==> config.mk <==
export PLATFORM = sky130hd
export DESIGN_NAME = keypad_code_lock_core_flat
export DESIGN_NICKNAME = d
export VERILOG_FILES = /design/src/rtl/core/kcl_pkg.sv /design/src/rtl/core/kcl_channels.sv /design/src/rtl/core/kcl_cfg.sv /design/src/rtl/core/kcl_in_reg.sv /design/src/rtl/core/kcl_engine.sv /design/src/rtl/core/keypad_code_lock_core.sv /design/src/flat_wrapper.sv
export SDC_FILE = /design/constraint.sdc
export NUM_CORES = 1
export LEC_CHECK = 0
export ABC_AREA = 1
export ABC_CLOCK_PERIOD_IN_PS = 2750
export BUFFER_PORTS_ARGS = -buffer_cell sky130_fd_sc_hd__buf_4
export CORE_ASPECT_RATIO = 0.5
export CORE_MARGIN = 2
export CORE_UTILIZATION = 45
export CTS_CLUSTER_DIAMETER = 60
export DETAILED_ROUTE_END_ITERATION = 10
export GPL_ROUTABILITY_DRIVEN = 0
export PLACE_DENSITY = 0.71
export SLEW_MARGIN = 15
export SYNTH_ARGS = -nofsm -noshare
export SYNTH_HDL_FRONTEND = slang
export SYNTH_HIERARCHICAL = 1
export SYNTH_SLANG_ARGS = --single-unit
==> constraint.sdc <==
create_clock -name clk -period 2.75 [get_ports clk]
set_input_delay 0.1375 -clock clk [delete_from_list [all_inputs] [get_ports clk]]
set_output_delay 0.1375 -clock clk [all_outputs]
set_load 0.005 [all_outputs]
==> src/rtl/core/kcl_pkg.sv <==
// Package for the keypad code lock core: key codes, menu and event codes,
// register indexes, reset values and the payload structs shared by the modules.
// No dependencies.
`timescale 1ns / 1ps
`default_nettype none

package kcl_pkg;

  localparam int unsigned ADDR_W = 3;
  localparam int unsigned DATA_W = 32;

  // Register indexes (byte address is four times the index).
  localparam logic REG_LIGHT_THRESHOLD = 1'b0;
  localparam logic REG_FAIL_LIMIT      = 1'b1;

  localparam logic [9:0] LIGHT_THRESHOLD_RST = 10'd750;
  localparam logic [2:0] FAIL_LIMIT_RST      = 3'd2;

  localparam logic MODE_KEY   = 1'b0;
  localparam logic MODE_LIGHT = 1'b1;

  localparam logic [3:0] KEY_DIGIT_MAX = 4'd9;
  localparam logic [3:0] KEY_A         = 4'd10;
  localparam logic [3:0] KEY_B         = 4'd11;
  localparam logic [3:0] KEY_D         = 4'd13;
  localparam logic [3:0] KEY_STAR      = 4'd14;

  typedef enum logic [2:0] {
    MENU_IDLE   = 3'd0,
    MENU_ENTER  = 3'd1,
    MENU_CHANGE = 3'd2,
    MENU_OLD    = 3'd3,
    MENU_NEW    = 3'd4
  } menu_t;

  typedef enum logic [2:0] {
    EV_NONE    = 3'd0,
    EV_OPENED  = 3'd1,
    EV_WRONG   = 3'd2,
    EV_ALARM   = 3'd3,
    EV_OLD_OK  = 3'd4,
    EV_OLD_BAD = 3'd5,
    EV_CHANGED = 3'd6,
    EV_TAMPER  = 3'd7
  } event_t;

  typedef struct packed {
    logic       mode;
    logic [3:0] key_code;
    logic [9:0] light_level;
  } item_t;

  typedef struct packed {
    logic [9:0] light_threshold;
    logic [2:0] fail_limit;
  } cfg_t;

  // Factory code 2-3-3-5, any further digits zero.
  function automatic logic [3:0] reset_digit(input int unsigned pos);
    logic [3:0] d;
    case (pos)
      0:       d = 4'd2;
      1:       d = 4'd3;
      2:       d = 4'd3;
      3:       d = 4'd5;
      default: d = 4'd0;
    endcase
    return d;
  endfunction

endpackage

`default_nettype wire

==> src/rtl/core/kcl_channels.sv <==
// Valid/ready channel interfaces of the keypad code lock core: one for the
// incoming key press or light sample, one for the result. No dependencies.
`timescale 1ns / 1ps
`default_nettype none

interface kcl_in_if;
  logic       valid;
  logic       ready;
  logic       mode;
  logic [3:0] key_code;
  logic [9:0] light_level;

  modport source (output valid, output mode, output key_code, output light_level,
                  input ready);
  modport sink   (input valid, input mode, input key_code, input light_level,
                  output ready);
endinterface

interface kcl_out_if;
  logic       valid;
  logic       ready;
  logic [2:0] event_res;
  logic       latch_open;
  logic [2:0] menu_state;
  logic [2:0] digits_entered;

  modport source (output valid, output event_res, output latch_open,
                  output menu_state, output digits_entered, input ready);
  modport sink   (input valid, input event_res, input latch_open,
                  input menu_state, input digits_entered, output ready);
endinterface

`default_nettype wire

==> src/rtl/core/kcl_cfg.sv <==
// APB-style configuration registers of the keypad code lock core.
// Depends on kcl_pkg.
`timescale 1ns / 1ps
`default_nettype none

module kcl_cfg (
  input  wire logic                      clk,
  input  wire logic                      rst,
  input  wire logic                      psel,
  input  wire logic                      penable,
  input  wire logic                      pwrite,
  input  wire logic [kcl_pkg::ADDR_W-1:0] paddr,
  input  wire logic [kcl_pkg::DATA_W-1:0] pwdata,
  output logic      [kcl_pkg::DATA_W-1:0] prdata,
  output logic                            pready,
  output kcl_pkg::cfg_t                   cfg
);

  logic write_en;

  assign pready   = 1'b1;
  assign write_en = psel && penable && pwrite && pready;

  always_ff @(posedge clk) begin
    if (rst) begin
      cfg.light_threshold <= kcl_pkg::LIGHT_THRESHOLD_RST;
      cfg.fail_limit      <= kcl_pkg::FAIL_LIMIT_RST;
    end else if (write_en) begin
      case (paddr[2])
        kcl_pkg::REG_LIGHT_THRESHOLD: cfg.light_threshold <= pwdata[9:0];
        kcl_pkg::REG_FAIL_LIMIT:      cfg.fail_limit      <= pwdata[2:0];
        default: ;
      endcase
    end
  end

  always_comb begin
    case (paddr[2])
      kcl_pkg::REG_LIGHT_THRESHOLD: prdata = {22'd0, cfg.light_threshold};
      kcl_pkg::REG_FAIL_LIMIT:      prdata = {29'd0, cfg.fail_limit};
      default:                      prdata = '0;
    endcase
  end

endmodule

`default_nettype wire

==> src/rtl/core/kcl_in_reg.sv <==
// Input register of the keypad code lock core: captures one request and holds
// it until the engine takes it. Depends on kcl_pkg and kcl_channels.
`timescale 1ns / 1ps
`default_nettype none

module kcl_in_reg (
  input  wire logic    clk,
  input  wire logic    rst,
  kcl_in_if.sink       sample,
  input  wire logic    take,
  output logic         valid,
  output kcl_pkg::item_t item
);

  // Nothing is taken while reset is held, so no request can be dropped by it.
  assign sample.ready = !rst && (!valid || take);

  always_ff @(posedge clk) begin
    if (rst) begin
      valid <= 1'b0;
    end else if (sample.ready) begin
      valid <= sample.valid;
    end
  end

  always_ff @(posedge clk) begin
    if (sample.valid && sample.ready) begin
      item.mode        <= sample.mode;
      item.key_code    <= sample.key_code;
      item.light_level <= sample.light_level;
    end
  end

endmodule

`default_nettype wire

==> src/rtl/core/kcl_engine.sv <==
// Lock engine: menu state machine, digit store, code compare, failure and
// tamper tracking, and the result register. Depends on kcl_pkg, kcl_channels.
`timescale 1ns / 1ps
`default_nettype none

module kcl_engine #(
  parameter int unsigned CODE_DIGITS = 4
) (
  input  wire logic           clk,
  input  wire logic           rst,
  input  wire kcl_pkg::cfg_t  cfg,
  input  wire logic           item_valid,
  input  wire kcl_pkg::item_t item,
  output logic                take,
  kcl_out_if.source           result
);

  localparam int unsigned IDX_W = (CODE_DIGITS > 1) ? $clog2(CODE_DIGITS) : 1;

  kcl_pkg::menu_t menu, menu_next;
  logic [2:0]     digit_count, digit_count_next;
  logic [2:0]     fail_count, fail_count_next;
  logic           legal_open, legal_open_next;
  logic           tamper_sent, tamper_sent_next;
  logic           latch, latch_next;
  logic [3:0]     entry_digits [CODE_DIGITS];
  logic [3:0]     stored_code  [CODE_DIGITS];
  logic [3:0]     merged       [CODE_DIGITS];
  kcl_pkg::event_t ev;

  logic             fire, is_key, is_digit, collecting, do_digit, done, match;
  logic [2:0]       count_inc, fail_inc;
  logic [IDX_W-1:0] idx;

  assign take = !result.valid || result.ready;
  assign fire = item_valid && take;

  assign is_key     = (item.mode == kcl_pkg::MODE_KEY);
  assign is_digit   = (item.key_code <= kcl_pkg::KEY_DIGIT_MAX);
  assign collecting = (menu == kcl_pkg::MENU_ENTER) || (menu == kcl_pkg::MENU_OLD) ||
                      (menu == kcl_pkg::MENU_NEW);
  assign do_digit   = is_key && is_digit && collecting;
  assign count_inc  = digit_count + 3'd1;
  assign done       = ({1'b0, count_inc} >= 4'(CODE_DIGITS)) || (count_inc == 3'd0);
  assign idx        = digit_count[IDX_W-1:0];
  assign fail_inc   = fail_count + 3'd1;

  // The entry as it stands once the current digit is written.
  always_comb begin
    match = 1'b1;
    for (int i = 0; i < CODE_DIGITS; i++) begin
      merged[i] = (IDX_W'(i) == idx) ? item.key_code : entry_digits[i];
      if (merged[i] != stored_code[i]) match = 1'b0;
    end
  end

  // Menu next state.
  always_comb begin
    menu_next = menu;
    if (is_key) begin
      if (is_digit) begin
        if (collecting && done) begin
          case (menu)
            kcl_pkg::MENU_OLD: menu_next = match ? kcl_pkg::MENU_NEW : kcl_pkg::MENU_IDLE;
            kcl_pkg::MENU_NEW: menu_next = kcl_pkg::MENU_IDLE;
            default:           menu_next = menu;
          endcase
        end
      end else begin
        case (item.key_code)
          kcl_pkg::KEY_A:
            if (menu == kcl_pkg::MENU_IDLE) menu_next = kcl_pkg::MENU_ENTER;
          kcl_pkg::KEY_B:
            if (menu == kcl_pkg::MENU_IDLE) menu_next = kcl_pkg::MENU_CHANGE;
          kcl_pkg::KEY_D:
            menu_next = kcl_pkg::MENU_IDLE;
          kcl_pkg::KEY_STAR:
            if (menu == kcl_pkg::MENU_CHANGE) menu_next = kcl_pkg::MENU_OLD;
          default: ;
        endcase
      end
    end
  end

  // Event and the remaining state.
  always_comb begin
    ev               = kcl_pkg::EV_NONE;
    digit_count_next = digit_count;
    fail_count_next  = fail_count;
    legal_open_next  = legal_open;
    tamper_sent_next = tamper_sent;
    latch_next       = latch;
    if (!is_key) begin
      if (item.light_level < cfg.light_threshold && !legal_open && !tamper_sent) begin
        tamper_sent_next = 1'b1;
        ev               = kcl_pkg::EV_TAMPER;
      end
    end else if (item.key_code == kcl_pkg::KEY_D) begin
      digit_count_next = 3'd0;
      latch_next       = 1'b0;
      legal_open_next  = 1'b0;
      tamper_sent_next = 1'b0;
    end else if (do_digit) begin
      digit_count_next = count_inc;
      if (done) begin
        digit_count_next = 3'd0;
        case (menu)
          kcl_pkg::MENU_ENTER: begin
            if (match) begin
              latch_next      = 1'b1;
              legal_open_next = 1'b1;
              ev              = kcl_pkg::EV_OPENED;
            end else if (fail_inc >= cfg.fail_limit) begin
              fail_count_next = 3'd0;
              ev              = kcl_pkg::EV_ALARM;
            end else begin
              fail_count_next = fail_inc;
              ev              = kcl_pkg::EV_WRONG;
            end
          end
          kcl_pkg::MENU_OLD: begin
            if (match) begin
              ev = kcl_pkg::EV_OLD_OK;
            end else begin
              latch_next       = 1'b0;
              legal_open_next  = 1'b0;
              tamper_sent_next = 1'b0;
              ev               = kcl_pkg::EV_OLD_BAD;
            end
          end
          default: begin
            latch_next       = 1'b0;
            legal_open_next  = 1'b0;
            tamper_sent_next = 1'b0;
            ev               = kcl_pkg::EV_CHANGED;
          end
        endcase
      end
    end
  end

  always_ff @(posedge clk) begin
    if (rst) begin
      menu          <= kcl_pkg::MENU_IDLE;
      digit_count   <= 3'd0;
      fail_count    <= 3'd0;
      legal_open    <= 1'b0;
      tamper_sent   <= 1'b0;
      latch         <= 1'b0;
      result.valid  <= 1'b0;
      for (int i = 0; i < CODE_DIGITS; i++) begin
        stored_code[i] <= kcl_pkg::reset_digit(i);
      end
    end else begin
      if (fire) begin
        menu        <= menu_next;
        digit_count <= digit_count_next;
        fail_count  <= fail_count_next;
        legal_open  <= legal_open_next;
        tamper_sent <= tamper_sent_next;
        latch       <= latch_next;
        if (do_digit && done && menu == kcl_pkg::MENU_NEW) begin
          for (int i = 0; i < CODE_DIGITS; i++) begin
            stored_code[i] <= merged[i];
          end
        end
      end
      if (fire) begin
        result.valid <= 1'b1;
      end else if (result.ready) begin
        result.valid <= 1'b0;
      end
    end
  end

  // Entry digits are only read after being written in the same entry.
  always_ff @(posedge clk) begin
    if (fire && do_digit) begin
      for (int i = 0; i < CODE_DIGITS; i++) begin
        if (IDX_W'(i) == idx) entry_digits[i] <= item.key_code;
      end
    end
  end

  always_ff @(posedge clk) begin
    if (fire) begin
      result.event_res      <= ev;
      result.latch_open     <= latch_next;
      result.menu_state     <= menu_next;
      result.digits_entered <= digit_count_next;
    end
  end

endmodule

`default_nettype wire

==> src/rtl/core/keypad_code_lock_core.sv <==
// Top level of the keypad code lock core: configuration port, input register
// and lock engine. Depends on kcl_pkg, kcl_channels, kcl_cfg, kcl_in_reg, kcl_engine.
`timescale 1ns / 1ps
`default_nettype none

// Keypad code lock. Every request on the sample channel is either a key press
// (mode 0) or a light sensor sample (mode 1), and it yields exactly one result
// carrying the event code, the latch state, the menu state and the number of
// digits entered so far. The core takes one request per clock cycle while
// results are accepted; a request is registered on entry and its result is
// registered on exit, so the result is presented once the request has passed
// through both registers. The code compare and all state updates happen
// combinationally between those two registers. While a result waits
// on the result channel the input register can still take one more request;
// the sample channel is not ready while reset is held. After reset the stored
// code is 2-3-3-5 (further digits zero), the light threshold is 750 and the
// failure limit is 2. Configuration registers sit at byte address 0 (light
// threshold, 10 bits) and 4 (failure limit, 3 bits) and should be written only
// while no request is in flight.
module keypad_code_lock_core #(
  parameter int unsigned CODE_DIGITS = 4
) (
  input  wire logic                       clk,
  input  wire logic                       rst,
  input  wire logic                       psel,
  input  wire logic                       penable,
  input  wire logic                       pwrite,
  input  wire logic [kcl_pkg::ADDR_W-1:0] paddr,
  input  wire logic [kcl_pkg::DATA_W-1:0] pwdata,
  output logic      [kcl_pkg::DATA_W-1:0] prdata,
  output logic                            pready,
  kcl_in_if.sink                          sample,
  kcl_out_if.source                       result
);

  kcl_pkg::cfg_t  cfg;
  kcl_pkg::item_t item;
  logic           item_valid;
  logic           take;

  kcl_cfg u_cfg (
    .clk     (clk),
    .rst     (rst),
    .psel    (psel),
    .penable (penable),
    .pwrite  (pwrite),
    .paddr   (paddr),
    .pwdata  (pwdata),
    .prdata  (prdata),
    .pready  (pready),
    .cfg     (cfg)
  );

  // Holds one request so the channel keeps moving while a result is stalled.
  kcl_in_reg u_in_reg (
    .clk    (clk),
    .rst    (rst),
    .sample (sample),
    .take   (take),
    .valid  (item_valid),
    .item   (item)
  );

  kcl_engine #(
    .CODE_DIGITS (CODE_DIGITS)
  ) u_engine (
    .clk        (clk),
    .rst        (rst),
    .cfg        (cfg),
    .item_valid (item_valid),
    .item       (item),
    .take       (take),
    .result     (result)
  );

endmodule

`default_nettype wire

==> src/flat_wrapper.sv <==
// flat-port wrapper written by rule: the top's interface ports become plain ports
module keypad_code_lock_core_flat 
#(
  parameter int unsigned CODE_DIGITS = 4
)
  (clk, rst, psel, penable, pwrite, paddr, pwdata, prdata, pready, sample_valid, sample_mode, sample_key_code, sample_light_level, sample_ready, result_valid, result_event_res, result_latch_open, result_menu_state, result_digits_entered, result_ready);
  kcl_in_if sample_i ();
  kcl_out_if result_i ();
  input  wire logic clk;
  input  wire logic rst;
  input  wire logic psel;
  input  wire logic penable;
  input  wire logic pwrite;
  input  wire logic [kcl_pkg::ADDR_W-1:0] paddr;
  input  wire logic [kcl_pkg::DATA_W-1:0] pwdata;
  output logic      [kcl_pkg::DATA_W-1:0] prdata;
  output logic pready;
  input wire logic [$bits(sample_i.valid)-1:0] sample_valid;
  input wire logic [$bits(sample_i.mode)-1:0] sample_mode;
  input wire logic [$bits(sample_i.key_code)-1:0] sample_key_code;
  input wire logic [$bits(sample_i.light_level)-1:0] sample_light_level;
  output wire logic [$bits(sample_i.ready)-1:0] sample_ready;
  output wire logic [$bits(result_i.valid)-1:0] result_valid;
  output wire logic [$bits(result_i.event_res)-1:0] result_event_res;
  output wire logic [$bits(result_i.latch_open)-1:0] result_latch_open;
  output wire logic [$bits(result_i.menu_state)-1:0] result_menu_state;
  output wire logic [$bits(result_i.digits_entered)-1:0] result_digits_entered;
  input wire logic [$bits(result_i.ready)-1:0] result_ready;
  assign sample_i.valid = sample_valid;
  assign sample_i.mode = sample_mode;
  assign sample_i.key_code = sample_key_code;
  assign sample_i.light_level = sample_light_level;
  assign sample_ready = sample_i.ready;
  assign result_valid = result_i.valid;
  assign result_event_res = result_i.event_res;
  assign result_latch_open = result_i.latch_open;
  assign result_menu_state = result_i.menu_state;
  assign result_digits_entered = result_i.digits_entered;
  assign result_i.ready = result_ready;
  keypad_code_lock_core #(.CODE_DIGITS(CODE_DIGITS)) u_core (.clk(clk), .rst(rst), .psel(psel), .penable(penable), .pwrite(pwrite), .paddr(paddr), .pwdata(pwdata), .prdata(prdata), .pready(pready), .sample(sample_i), .result(result_i));
endmodule
==> impl_metrics.env <==
export IMPL_status="complete, no violations"
export IMPL_clockBufferDepth=2
export IMPL_hold_path_class="in2reg"
export IMPL_grt_start_max_net_pins=17
export IMPL_wl_met2_microns=4430
export IMPL_critPathKind="reg2reg"
export IMPL_crit_slowest_cell="dfxtp_1"
export IMPL_timing_final_crit_share_pct=88.9
export IMPL_fmax_ghz=0.409
export IMPL_maxCapViolCount=0
export IMPL_drtAntennaViolNets=0
export IMPL_path_cells="inv_1 -> ha_1 -> inv_1 -> nand2_1 -> nand3_1 -> nand2_1 -> nor2_1 -> nand2_1 -> nor2_1 -> nand3_1 -> o21ai_1 -> o21ai_1 -> o21ai_1"
export IMPL_worstMarginPinSlew_ns=0.767
export IMPL_relSlewSlack_pct=48.8
export IMPL_routed_via_count=3709
export IMPL_final_setup_viol_count=0
export IMPL_crit_buf_inv=2
export IMPL_finalWirelength_microns=9650
export IMPL_cp_max_fo=5
export IMPL_rows=25
export IMPL_drv_slew=0
export IMPL_io_pins=102
export IMPL_io_buffers=54
export IMPL_topRoutingLayerUsed="met4"
export IMPL_yosysMostFrequentCell="nand2_1"
export IMPL_worstHoldStart="pwdata[9]"
export IMPL_pwr_share_clk_pct=40.8
export IMPL_h_tree_depth=3
export IMPL_synth_cell_area_sq_um=4490
export IMPL_cp_required_ns=2.93
export IMPL_start_kind="flop"
export IMPL_async_reset_ff_share_pct=0
export IMPL_tns_ns=0
export IMPL_synth_top_family_by_area="simple AND/OR/NAND/NOR gates"
export IMPL_track_usage_pct=19.5
export IMPL_crit_family="simple AND/OR/NAND/NOR gates"
export IMPL_coreArea_sq_um=9570
export IMPL_postSynthAreaPerCell_sq_um=8.13
export IMPL_skew_ns=0.00871
export IMPL_place_hpwl_microns=6780
export IMPL_cts_root_buf="clkbuf_16"
export IMPL_leakagePower_nw=2.60
export IMPL_critPathArrivalTime_ns=2.63
export IMPL_initial_utilization_pct=46.9
export IMPL_pwr_share_comb_pct=10.4
export IMPL_synth_compound_area_share_pct=6.38
export IMPL_grt_setup_unrepaired="false"
export IMPL_antenna_found_initial=0
export IMPL_seq_power_share_pct=48.8
export IMPL_dr_first_iter_drc_count=223
export IMPL_layout_drive_gt1_share_pct=13.4
export IMPL_overflow=0
export IMPL_ys_top_cells_by_area="edfxtp_1, nand2_1, dfxtp_1, inv_1, ha_1"
export IMPL_swShare_pct=23.4
export IMPL_first_pass_iters=5
export IMPL_die_x_microns=145
export IMPL_synth_mux_area_share_pct=0
export IMPL_routedWlPerCell_microns=12.6
export IMPL_r2r_start="u_core/u_engine/digit_count[0]"
export IMPL_clk_insertion_delay_late_ns=0.34
export IMPL_diodes=0
export IMPL_synthAdderAreaFrac_pct=5.02
export IMPL_clock_sinks=84
export IMPL_via_per_inst=4.83
export IMPL_ys_ff_latch=84
export IMPL_p_int_mw=2.22
export IMPL_yosysWarnings=6
export IMPL_critical_path_max_stage_delay_ns=0.36
export IMPL_p_per_area_nw_per_um2=535
export IMPL_yosys_area_share_xor_xnor_pct=0.195
export IMPL_switchingPower_mw=0.677
export IMPL_path_clk_slew_ns=0.06
export IMPL_peakVddDrop_v=0.000306
export IMPL_holdWs_ns=0.00876
export IMPL_drcViolationCount=0
export IMPL_tritoncts="built"
export IMPL_synthDominantCellAreaShare_pct=38.1
export IMPL_synth_edff_count=57
export IMPL_grt_pass1_vias=3574
export IMPL_ys_seq_area_share_pct=50.2
export IMPL_end_kind="flop"
export IMPL_syn_instance_count=552
export IMPL_grt_pass1_wl_microns=16600
export IMPL_hold_viol=0
export IMPL_dr_wl_met3_microns=596
export IMPL_numCtsBuffers=9
export IMPL_synth_top_area_cell="edfxtp_1"
export IMPL_synth_common_cells="nand2_1, inv_1, edfxtp_1, nor2_1, nand3_1"
export IMPL_synth_simple_area_share_pct=26.5
export IMPL_met1Wirelength_microns=4490
export IMPL_synthFlopType="edfxtp_1"
export IMPL_die_area_sq_um=10800
export IMPL_ys_types=32
export IMPL_syn2layout_area_growth_pct=20.5
export IMPL_worstSetupStartpoint="u_core/u_engine/digit_count[0]"
export IMPL_dieHeight_microns=74.6
export IMPL_nNetsFinal=703
export IMPL_period_minus_slack_ns=2.44
[sequential cells by signal, summed over array words and instances, names as in the netlist]
name	count
u_core/u_engine/digit_count	3
u_core/u_engine/legal_open	1
u_core/u_engine/result.latch_open	1
u_core/u_engine/latch	1
u_core/u_engine/fail_count	3
u_core/u_engine/result.digits_entered	3
u_core/u_engine/stored_code	16
u_core/u_engine/result.valid	1
u_core/u_engine/menu	3
u_core/u_in_reg/item	15
u_core/u_in_reg/valid	1
u_core/u_engine/tamper_sent	1
u_core/u_cfg/cfg	13
u_core/u_engine/result.menu_state	3
u_core/u_engine/result.event_res	3
u_core/u_engine/entry_digits	16
[logic make-up (layout without fill, tap and decap cells)]
group,count (synthesis),count (layout)
AND/OR/NAND/NOR,280,280
buffers and inverters,115,175
flip-flops,84,84
AO/OA/AOI/OAI,52,52
adder cells (fa/ha/maj),18,18
other,2,23
XOR/XNOR,1,1
[worst paths after layout]
check | slack [ns] | end | depth (start not counted)
hold reg to reg | 0.47 | u_core/u_engine/latch | 2
setup / recovery | 0.31 | u_core/u_engine/result.menu_state[2] | 13
setup reg to reg | 0.31 | u_core/u_engine/result.menu_state[2] | 13
hold / removal | 0.009 | u_core/u_cfg/cfg[12] | 3
[metrics by stage]
step           instance area [sq um]  utilization (%)  worst slack [ns]  total power [mW]  std cells
2_1_floorplan                   4570                -             0.821              1.63        573
3_3_place_gp                    4970             51.9             0.411              1.71        737
3_5_place_dp                    4970             51.9             0.356              1.72        737
4_1_cts                         5410             56.5             0.344              2.92        768
5_1_grt                         5410             56.5            0.0431              3.03        768
6_report                        5410             56.5             0.306              2.90        768
[tightest hold or removal path, cell delays in order]
cell and delay, ns:
buf_4 0.08, nand2_1 0.04, nand3_1 0.06
[what timing repair did]
| item | 4_1_cts | 5_1_grt |
|---|---|---|
| setup buffers | 0 | 0 |
| endpoints found under the hold margin | 15 | 0 |
| resized for setup | 0 | 0 |
| hold buffers | 15 | 0 |
[area by class of cell]
type                       instances  area (sq um)
timing repair buffer              72           578
fill                             859          4160
sequential                        84          2250
tap                              135           169
clock buffer                      12           236
multi-input combinational        374          1790
clock inverter                     4          51.3
inverter                          87           327
[power groups by stage]
stage	Clock (mW)	Sequential, mW	Combinational (mW)
3_3_place_gp	0	1.44	0.275
6_report	1.18	1.41	0.301
5_1_grt	1.26	1.42	0.343
3_5_place_dp	0	1.44	0.280
2_1_floorplan	0	1.43	0.196
4_1_cts	1.20	1.41	0.300
[per-layer routing]
layer	track usage, %	vias up
met5	0	-
met4	6.75	0
met3	4.73	11
met2	34.2	140
met1	24.3	1670
li1	-	1888
[cells in the final DEF, fill, tap and decap left out, types with 2 or more instances in the layout]
| cell type | count |
|---|---|
| nand2_1 | 159 |
| inv_1 | 81 |
| buf_4 | 57 |
| edfxtp_1 | 57 |
| nor2_1 | 50 |
| nand3_1 | 44 |
| dfxtp_1 | 27 |
| a21oi_1 | 24 |
| conb_1 | 23 |
| ha_1 | 18 |
| dlygate4sd3_1 | 15 |
| o21ai_0 | 12 |
| clkbuf_16 | 9 |
| nand4_1 | 6 |
| nor2_2 | 5 |
| o21ai_1 | 5 |
| nand3b_1 | 5 |
| inv_2 | 4 |
| nor3_1 | 4 |
| a211oi_1 | 4 |
| clkbuf_1 | 3 |
| nand2_2 | 3 |
| a31oi_1 | 2 |
| o21a_1 | 2 |
| clkinv_1 | 2 |
Power figures use the tool's default switching activity.
